--- src/hdl/lossc_pkg.sv ---
// ----------------------------------------------------------------------------
// lossc_pkg
// Shared sizes, register indexes and the line-buffer control bundle of the
// largest owned square scan.
// ----------------------------------------------------------------------------
package lossc_pkg;

  // grid limits
  localparam int MAX_COLS = 64;
  localparam int MAX_ROWS = 64;

  // position counters
  localparam int COL_W = $clog2(MAX_COLS);
  localparam int ROW_W = $clog2(MAX_ROWS);

  // internal square value and count widths
  localparam int VAL_W = $clog2(MAX_COLS + 1);
  localparam int CNT_W = $clog2(MAX_COLS * MAX_ROWS + 1);

  // register and field widths
  localparam int DIM_W   = 7;
  localparam int OWNER_W = 4;
  localparam int LS_W    = 7;
  localparam int OC_W    = 13;

  // port widths
  localparam int IN_TDATA_W  = 8;
  localparam int OUT_TDATA_W = 24;
  localparam int OUT_PAD_W   = OUT_TDATA_W - LS_W - OC_W;
  localparam int CFG_ADDR_W  = 2;
  localparam int CFG_DATA_W  = 7;

  // configuration register indexes
  typedef enum logic [CFG_ADDR_W-1:0] {
    CFG_GRID_WIDTH   = 2'd0,
    CFG_GRID_HEIGHT  = 2'd1,
    CFG_TARGET_OWNER = 2'd2
  } cfg_idx_t;

  // control bundle broadcast along the line buffer
  typedef struct packed {
    logic             adv;
    logic             wrap;
    logic [VAL_W-1:0] wr_val;
  } line_ctl_t;

endpackage

--- src/hdl/largest_owned_square_scan_core.sv ---
// ----------------------------------------------------------------------------
// largest_owned_square_scan_core
// Maximal-square scan over a raster stream of owner codes.
// ----------------------------------------------------------------------------
// Usage:
//   Input channel in_*: one grid cell per request, row-major order, owner
//   code in in_tdata[3:0]. The grid size comes from grid_width and
//   grid_height, the counted owner from target_owner, all set through the
//   cfg_* write port (index 0 width, 1 height, 2 target owner).
//   Result channel out_*: one request per frame, after the last cell of the
//   frame: largest square side and number of owned cells.
// Throughput: one cell per cycle while in_tready is high. Each cell needs a line-buffer read from
//   the token-holding column cell, a three-way minimum and a compare, all
//   done in the cycle the cell is accepted.
// Latency: the result is registered and shows on out_tvalid in the cycle
//   after the last cell of the frame is accepted.
// Reset: synchronous; configuration returns to 64 x 64 with owner 1, the
//   position, running results and line buffer are cleared, no result pends.
// Stall: the result register holds while out_tready is low; cells are still
//   taken then, except while a held result is stalled (in_tready low).
// ----------------------------------------------------------------------------
module largest_owned_square_scan_core import lossc_pkg::*; (
  input  logic                   clk,
  input  logic                   rst_n,
  // input stream
  input  logic                   in_tvalid,
  output logic                   in_tready,
  input  logic [IN_TDATA_W-1:0]  in_tdata,   // [3:0] owner_code, rest zero
  // result stream
  output logic                   out_tvalid,
  input  logic                   out_tready,
  output logic [OUT_TDATA_W-1:0] out_tdata,  // [6:0] largest_square,
                                             // [19:7] owned_cells, rest zero
  // configuration
  input  logic                   cfg_we,
  input  logic [CFG_ADDR_W-1:0]  cfg_addr,
  input  logic [CFG_DATA_W-1:0]  cfg_wdata
);

  localparam int WC_W = COL_W + 1;
  localparam int HR_W = ROW_W + 1;

  // configuration registers
  logic [DIM_W-1:0]   grid_width_r, grid_height_r;
  logic [OWNER_W-1:0] target_owner_r;

  // scan state
  logic [COL_W-1:0] col_r, col_nxt;
  logic [ROW_W-1:0] row_r, row_nxt;
  logic [VAL_W-1:0] left_r, left_nxt, diag_r, diag_nxt, best_r, best_nxt;
  logic [CNT_W-1:0] cnt_r, cnt_nxt;

  // result register
  logic            out_valid_r, out_valid_nxt;
  logic [LS_W-1:0] out_ls_r, out_ls_nxt;
  logic [OC_W-1:0] out_oc_r, out_oc_nxt;

  logic             accept, hit, last_col, last_row;
  logic [WC_W-1:0]  w_eff;
  logic [HR_W-1:0]  h_eff;
  logic [VAL_W-1:0] up_val, min_ul, min3, v;
  line_ctl_t        line_ctl;

  // configuration writes
  always_ff @(posedge clk) begin
    if (!rst_n) begin
      grid_width_r   <= DIM_W'(64);
      grid_height_r  <= DIM_W'(64);
      target_owner_r <= OWNER_W'(1);
    end else if (cfg_we) begin
      case (cfg_idx_t'(cfg_addr))
        CFG_GRID_WIDTH:   grid_width_r   <= cfg_wdata[DIM_W-1:0];
        CFG_GRID_HEIGHT:  grid_height_r  <= cfg_wdata[DIM_W-1:0];
        CFG_TARGET_OWNER: target_owner_r <= cfg_wdata[OWNER_W-1:0];
        default: ;
      endcase
    end
  end

  // effective geometry: zero acts as one, oversize clamps to the limit
  always_comb begin
    if (grid_width_r == '0) begin
      w_eff = WC_W'(1);
    end else if (32'(grid_width_r) > MAX_COLS) begin
      w_eff = WC_W'(MAX_COLS);
    end else begin
      w_eff = WC_W'(grid_width_r);
    end
    if (grid_height_r == '0) begin
      h_eff = HR_W'(1);
    end else if (32'(grid_height_r) > MAX_ROWS) begin
      h_eff = HR_W'(MAX_ROWS);
    end else begin
      h_eff = HR_W'(grid_height_r);
    end
  end

  assign in_tready = !out_valid_r || out_tready;
  assign accept    = in_tvalid && in_tready;
  assign hit       = (in_tdata[OWNER_W-1:0] == target_owner_r);
  assign last_col  = (WC_W'(col_r) + WC_W'(1)) >= w_eff;
  assign last_row  = (HR_W'(row_r) + HR_W'(1)) >= h_eff;

  // square value of the current cell
  always_comb begin
    min_ul = (up_val < left_r) ? up_val : left_r;
    min3   = (min_ul < diag_r) ? min_ul : diag_r;
    if (!hit) begin
      v = '0;
    end else if (col_r != '0 && row_r != '0) begin
      v = min3 + VAL_W'(1);
    end else begin
      v = VAL_W'(1);
    end
  end

  // line buffer
  always_comb begin
    line_ctl.adv    = accept;
    line_ctl.wrap   = last_col;
    line_ctl.wr_val = v;
  end

  lossc_line u_line (
    .clk   (clk),
    .rst_n (rst_n),
    .ctl   (line_ctl),
    .up_val(up_val)
  );

  // position, neighbors and running results
  always_comb begin
    col_nxt       = col_r;
    row_nxt       = row_r;
    left_nxt      = left_r;
    diag_nxt      = diag_r;
    best_nxt      = best_r;
    cnt_nxt       = cnt_r;
    out_ls_nxt    = out_ls_r;
    out_oc_nxt    = out_oc_r;
    out_valid_nxt = out_valid_r && !out_tready;
    if (accept) begin
      best_nxt = (v > best_r) ? v : best_r;
      cnt_nxt  = hit ? cnt_r + CNT_W'(1) : cnt_r;
      if (!last_col) begin
        col_nxt  = col_r + COL_W'(1);
        left_nxt = v;
        diag_nxt = up_val;
      end else begin
        col_nxt  = '0;
        left_nxt = '0;
        diag_nxt = '0;
        if (!last_row) begin
          row_nxt = row_r + ROW_W'(1);
        end else begin
          // frame end: publish and restart
          out_ls_nxt    = LS_W'(best_nxt);
          out_oc_nxt    = OC_W'(cnt_nxt);
          out_valid_nxt = 1'b1;
          row_nxt       = '0;
          best_nxt      = '0;
          cnt_nxt       = '0;
        end
      end
    end
  end

  always_ff @(posedge clk) begin
    if (!rst_n) begin
      col_r       <= '0;
      row_r       <= '0;
      left_r      <= '0;
      diag_r      <= '0;
      best_r      <= '0;
      cnt_r       <= '0;
      out_valid_r <= 1'b0;
    end else begin
      col_r       <= col_nxt;
      row_r       <= row_nxt;
      left_r      <= left_nxt;
      diag_r      <= diag_nxt;
      best_r      <= best_nxt;
      cnt_r       <= cnt_nxt;
      out_valid_r <= out_valid_nxt;
    end
  end

  // result payload
  always_ff @(posedge clk) begin
    out_ls_r <= out_ls_nxt;
    out_oc_r <= out_oc_nxt;
  end

  assign out_tvalid = out_valid_r;
  assign out_tdata  = {{OUT_PAD_W{1'b0}}, out_oc_r, out_ls_r};

endmodule

--- src/hdl/lossc_cell.sv ---
// ----------------------------------------------------------------------------
// lossc_cell
// One column of the line buffer: holds the square value of its column from
// the row above and passes the column token on to its neighbor.
// ----------------------------------------------------------------------------
module lossc_cell import lossc_pkg::*; (
  input  logic             clk,
  input  logic             rst_n,
  input  line_ctl_t        ctl,
  input  logic             head,       // high for the first column only
  input  logic             token_in,   // token from the left neighbor
  output logic             token_out,
  output logic [VAL_W-1:0] rd_val      // own value when holding the token
);

  logic             token_r, token_nxt;
  logic [VAL_W-1:0] value_r, value_nxt;

  // token moves one column per request, back to the head at row end
  always_comb begin
    token_nxt = token_r;
    value_nxt = value_r;
    if (ctl.adv) begin
      token_nxt = ctl.wrap ? head : token_in;
      if (token_r) begin
        value_nxt = ctl.wr_val;
      end
    end
  end

  always_ff @(posedge clk) begin
    if (!rst_n) begin
      token_r <= head;
      value_r <= '0;
    end else begin
      token_r <= token_nxt;
      value_r <= value_nxt;
    end
  end

  assign token_out = token_r;
  assign rd_val    = token_r ? value_r : '0;

endmodule

--- src/hdl/lossc_line.sv ---
// ----------------------------------------------------------------------------
// lossc_line
// Row of column cells forming the line buffer; the cell that holds the
// token supplies the value from the row above.
// ----------------------------------------------------------------------------
module lossc_line import lossc_pkg::*; (
  input  logic             clk,
  input  logic             rst_n,
  input  line_ctl_t        ctl,
  output logic [VAL_W-1:0] up_val
);

  logic [MAX_COLS-1:0]           token;
  logic [MAX_COLS-1:0][VAL_W-1:0] rd_val;

  // chain of cells, token handed left to right
  for (genvar i = 0; i < MAX_COLS; i++) begin : g_cell
    lossc_cell u_cell (
      .clk      (clk),
      .rst_n    (rst_n),
      .ctl      (ctl),
      .head     (i == 0),
      .token_in ((i == 0) ? 1'b0 : token[(i == 0) ? 0 : i - 1]),
      .token_out(token[i]),
      .rd_val   (rd_val[i])
    );
  end

  // only one cell drives a nonzero value
  always_comb begin
    up_val = '0;
    for (int i = 0; i < MAX_COLS; i++) begin
      up_val = up_val | rd_val[i];
    end
  end

endmodule

--- config.mk ---
export PLATFORM = sky130hd
export DESIGN_NAME = largest_owned_square_scan_core
export DESIGN_NICKNAME = d
export VERILOG_FILES = /design/src/hdl/lossc_pkg.sv /design/src/hdl/largest_owned_square_scan_core.sv /design/src/hdl/lossc_cell.sv /design/src/hdl/lossc_line.sv
export SDC_FILE = /design/constraint.sdc
export NUM_CORES = 1
export LEC_CHECK = 0
export CAP_MARGIN = 30
export CORE_AREA = 2 2 170 297
export CTS_BUF_LIST = sky130_fd_sc_hd__clkbuf_8
export DETAILED_ROUTE_END_ITERATION = 12
export DIE_AREA = 0 0 172 299
export DONT_BUFFER_PORTS = 1
export PLACE_DENSITY_LB_ADDON = 0.1
export SLEW_MARGIN = 25
export SYNTH_ARGS = -nofsm -noshare
export SYNTH_HDL_FRONTEND = slang
export SYNTH_SLANG_ARGS = --single-unit
--- constraint.sdc ---
create_clock -name clk -period 20 [get_ports clk]
set_clock_uncertainty 0.05 [all_clocks]
set_input_delay 5 -clock clk [delete_from_list [all_inputs] [get_ports clk]]
set_output_delay 5 -clock clk [all_outputs]
set_load 0.005 [all_outputs]
[Word level (Yosys, flattened, before mapping)]
Index checks and enable logic that the tools add are counted.
Word-level totals
  register bits: 597
  output and inout port bits: 26
  word-level logic and storage cells: 448
Cells by class
  add/sub/neg operators: 6
  order comparisons: 7
  equality and inequality tests: 3
  multiplexer cells: 149
  bitwise operators: 63
  reductions and logical operators: 80
Operators with widths (count)
  $mux W7: 77
  $or A7 B7 Y7: 63
  $reduce_and A2 Y1: 68
  $mux W1: 67
  $mux W13: 3
  $add A6 B1 Y7 const B: 2
  $ge A7 B7 Y1: 2
  $gt A7 B7 Y1 const B: 2
  $logic_not A7 Y1: 2
  $lt A7 B7 Y1: 2
  $add A13 B1 Y13 const B: 1
  $add A6 B1 Y6 const B: 2
  $mux W6: 2
  $reduce_bool A6 Y1: 2
  $add A7 B1 Y7 const B: 1
  $gt A7 B7 Y1: 1
  $eq A4 B4 Y1: 1
  $logic_and A1 B1 Y1: 3
  $reduce_and A3 Y1: 1
  $eq A2 B1 Y1 const B: 1
  $eq A2 B2 Y1 const B: 1
  $logic_not A1 Y1: 2
  $logic_not A2 Y1: 1
  $logic_or A1 B1 Y1: 1

[Longest topological paths before layout]
  depth in word-level cells: 75
  depth in mapped cells: 39

[Hierarchy]
A second synthesis with hierarchy kept.
Unflattened totals
  cells, all modules: 3475
  area, all modules: 30236.5 sq um
By module, submodules not included
  lossc_cell: instances 64, cells each 43, area each 380.4 sq um, seq. area each 170.2 sq um
  largest_owned_square_scan_core: instances 1, cells each 574, area each 4913.5 sq um, seq. area each 1901.8 sq um
  lossc_line: instances 1, cells each 149, area each 979.7 sq um, seq. area each 0.0 sq um

[Worst setup path after synthesis]
OpenSTA, ideal clock, no wires.
  path kind: input-to-output
  start: input out_tready
  end: output in_tready
  arrival: 5.598 ns
  required time: 14.950 ns
  setup slack: 9.352 ns
  stages: 3
  cell sequence: nand2b_1 > clkbuf_1 > clkbuf_1
Between the ends
  word-level cells in the longest chain between the ends: 1
Ends and longest elaborated chain
  from (decl): RTL line largest_owned_square_scan_core.sv:31  | input logic out_tready,
  $logic_or A1 B1 Y1: RTL line largest_owned_square_scan_core.sv:98  | assign in_tready = !out_valid_r || out_tready;
  to (decl): RTL line largest_owned_square_scan_core.sv:27  | output logic in_tready,
Every way passes these cells.

==> metrics.md <==
| Metric | Value |
|---|---|
| Outcome | finished clean |
| Slew Viols, Final | 0 |
| Worst setup SP type | register |
| Synth area leaders | dfxtp_1 45%, nand2_1 7.3%, a21oi_1 5.8%, nand3_1 4.4%, a22o_1 3.8% |
| Power, Total | 2246 uW |
| Hold Crit Start | diag_r[5]$_SDFFE_PN0P_ |
| Worst skew pair latency | 730 ps |
| CP required | 20560 ps |
| R2R Path Start | u_line.g_cell[29].u_cell.token_out$_SDFFE_PN0P_ |
| Slew margin rel. | 25.75% |
| Mux cell area share after synthesis | 1.113% |
| Final worst slack | 9687 ps |
| Drt initial violations | 3149 |
| Register Area | 0.01215 mm^2 |
| Number of CTS-inserted buffers | 88 |
| Placer Congestion | 1.044 |
| Top cell by count, worst path | ha_1 |
| Post-CTS setup buffers | 0 |
| Synth Area per Inst | 8.438 um^2 |
| Count of state elements after synthesis | 597 |
| Post-synth top cells | 577 x dfxtp_1, 502 x nand2_1, 296 x a21oi_1, 242 x nor2_1, 227 x nand3_1 |
| Clk slew on worst S/H paths | 70 ps |
| WL final | 110600 um |
| Total track usage | 42.70% |
| Yosys top cell by area | dfxtp_1 |
| Placed Area | 0.02577 mm^2 |
| Yosys cell types | 65 |
| H-tree levels | 3 |
| Met2 usage | 65.61% |
| Post-DP HPWL | 72390 um |
| Largest net degree at the start of global routing | 271 |
| Place WS | 9711 ps |
| Worst hold path type | reg2reg |
| I/O Buffers | 0 |
| Met3 layer usage reported by global route | 11.34% |
| Clock Path Buffers | 3 |
| Layout area overhead | 6.965% |
| CP arrival | 10880 ps |
| CTS tree | done |
| Syn Std Cell Area | 0.02574 mm^2 |
| Initial antenna violation count | 7 |
| Synth Area in XOR/XNOR | 1.050% |
| Slowest Stage Delay on Critical Path | 860 ps |
| CP max FO | 18 |
| GRT Max-Usage Layer | met2 |
| Main combinational cell family by area after synthesis | compound AO/OA/AOI/OAI gates |
| CTS resizes | 0 |
| Vias in the first global route | 23100 |
| Die Ht | 299 um |
| Sw Ratio | 23.79% |
| Post-synthesis adder-cell area fraction | 1.895% |
| Die W | 172 um |
| Post-synthesis simple-gate area fraction | 20.61% |
| P_leak | 0.009511 uW |
| Grt ovf | 0 |
| Cell Pwr Density | 81.55 mW/mm^2 |
| Layout Nets | 2977 |
| Layout cell share with drive strength beyond 1 | 7.385% |
| Vias per inst | 6.808 |
| Max_cap viols | 0 |
| CTS sink cnt | 597 |
| Clk root buf | clkbuf_8 |
| Fillers | 4722 |
| Net switching power | 534.2 uW |
| Post-Layout Inst Area | 0.02754 mm^2 |
| Post-synth EDFFs | 20 |
| Setup TNS | 0 ps |
| IO Count | 48 |
| Synth Area in Compound Gates | 22.98% |
| Met1 Resource Use GR | 46.83% |
| CP endpoint kind | register |
| Reg power frac | 53.5% |
| Die footprint | 0.05143 mm^2 |
| RSZ-0062 raised after global routing | no |
| Ys flop type | dfxtp_1 |
| Final period util | 51.57% |
| Mapped Cells | 3051 |
| ANT nets after route | 0 |
| Top-area cell type share of the netlist area | 44.87% |
| CP max stage cell | or4_1 |
| Multi-input gate area | 0.01237 mm^2 |
| Fmax | 0.09696 GHz |
| Cts hold-fix bufs | 0 |
| Int Pwr | 1712 uW |
| Final setup fails | 0 |
| Hold Fails Final Rpt | 0 |
| Least-Margin Pin Slew | 1114 ps |
| Wirelength per Cell | 30.35 um |
| Most frequent cell after synthesis | dfxtp_1 |
| Number of iterations in the first detailed-routing pass | 6 |
| Number of buffers and inverters on the critical path | 2 |
| Effective utilization at floorplan | 52.34% |
| Sequential fraction of the synthesis area | 47.20% |
| Final min period | 10310 ps |
| Comb pwr share | 2.5% |
| Share of flip-flops with an asynchronous set or reset | 0% |
| Clock power share | 44.0% |
| Remaining DRCs | 0 |
| Setup CP Type | reg2reg |
| VDD IR max | 44.57 uV |
| Via count | 24800 |
| Rows | 108 |
| YS warnings | 0 |
| Worst setup startpoint | u_line.g_cell[29].u_cell.token_out$_SDFFE_PN0P_ |
| CP top delay family | compound AO/OA/AOI/OAI gates |
| CORE AREA | 0.04919 mm^2 |
| First-pass GRT wire length | 158600 um |
[power by group through the flow]
stage / Clock [uW] / Combinational [uW] / Sequential (uW)
2_1_floorplan: 0 / 46.7 / 1220
3_3_place_gp: 0 / 53.4 / 1230
3_5_place_dp: 0 / 55.1 / 1230
4_1_cts: 988 / 55.1 / 1200
5_1_grt: 1040 / 58.8 / 1200
6_report: 988 / 56.3 / 1200
[logic make-up after synthesis]
family / after synthesis
other: 1
DFF: 597
AOI/OAI and AO/OA: 868
buffers and inverters: 305
and+or+nand+nor: 1184
xor gates and xnor gates: 30
adders and majority gates: 39
muxes: 27
[registers in the layout, indices dropped and copies added, names as in the netlist]
signal	count
diag_r	7
best_r	7
target_owner_r	4
out_tvalid	1
left_r	7
grid_height_r	7
cnt_r	13
col_r	6
out_oc_r	13
grid_width_r	7
u_line.g_cell.u_cell.value_r	448
out_ls_r	7
u_line.g_cell.u_cell.token_out	64
row_r	6
[cell type report]
cell class	instances	area share [%]
multi-input combinational	2152	44.93
sequential	597	44.13
clock buffer	113	5.648
tap	660	2.999
timing repair buffer	36	1.063
clock inverter	40	0.6134
inverter	41	0.5861
antenna	4	0.03635
[final timing paths]
check	to	slack, ps	cells after the start
worst max-delay path	best_r[4]$_SDFFE_PN0P_	9690	29
worst min-delay path	diag_r[5]$_SDFFE_PN0P_	400	2
worst max register to register	best_r[4]$_SDFFE_PN0P_	9690	29
worst min register to register	diag_r[5]$_SDFFE_PN0P_	400	2
[worst min-delay path: cells and delay by family (launching register included)]
kind            cells  cell delay [ps]
flops               1              310
simple gates        1               50
compound gates      1               50
[cells in the final DEF (no fill, tap or decap), types with 27 or more instances in the layout]
cell type,n
o31ai_2,27
nand2_1,499
nand3_1,227
buf_4,32
a22oi_1,70
inv_1,73
a22o_1,112
nor2_1,241
o31ai_1,37
and3_1,71
nand4_1,97
ha_1,39
dfxtp_1,577
a221oi_1,107
o21ai_1,68
a21oi_1,294
o21ai_0,87
clkbuf_8,113
[routing by layer]
layer / vias to the layer above / routed length (um)
met5: - / 24
met4: 4 / 13900
met3: 546 / 11420
met2: 1726 / 48890
met1: 11790 / 36330
li1: 10740 / -
[per-stage QoR]
step                      util [%]  hold WS (ps)  cells
final                        55.99         404.7   3643
after global routing         55.97         421.2   3640
after CTS                    55.90         404.2   3636
after detailed placement     52.40         396.0   3483
after global placement       52.31         389.4   3481
after floorplan                  -         381.6   3054
(Power assumes the default switching activity.)
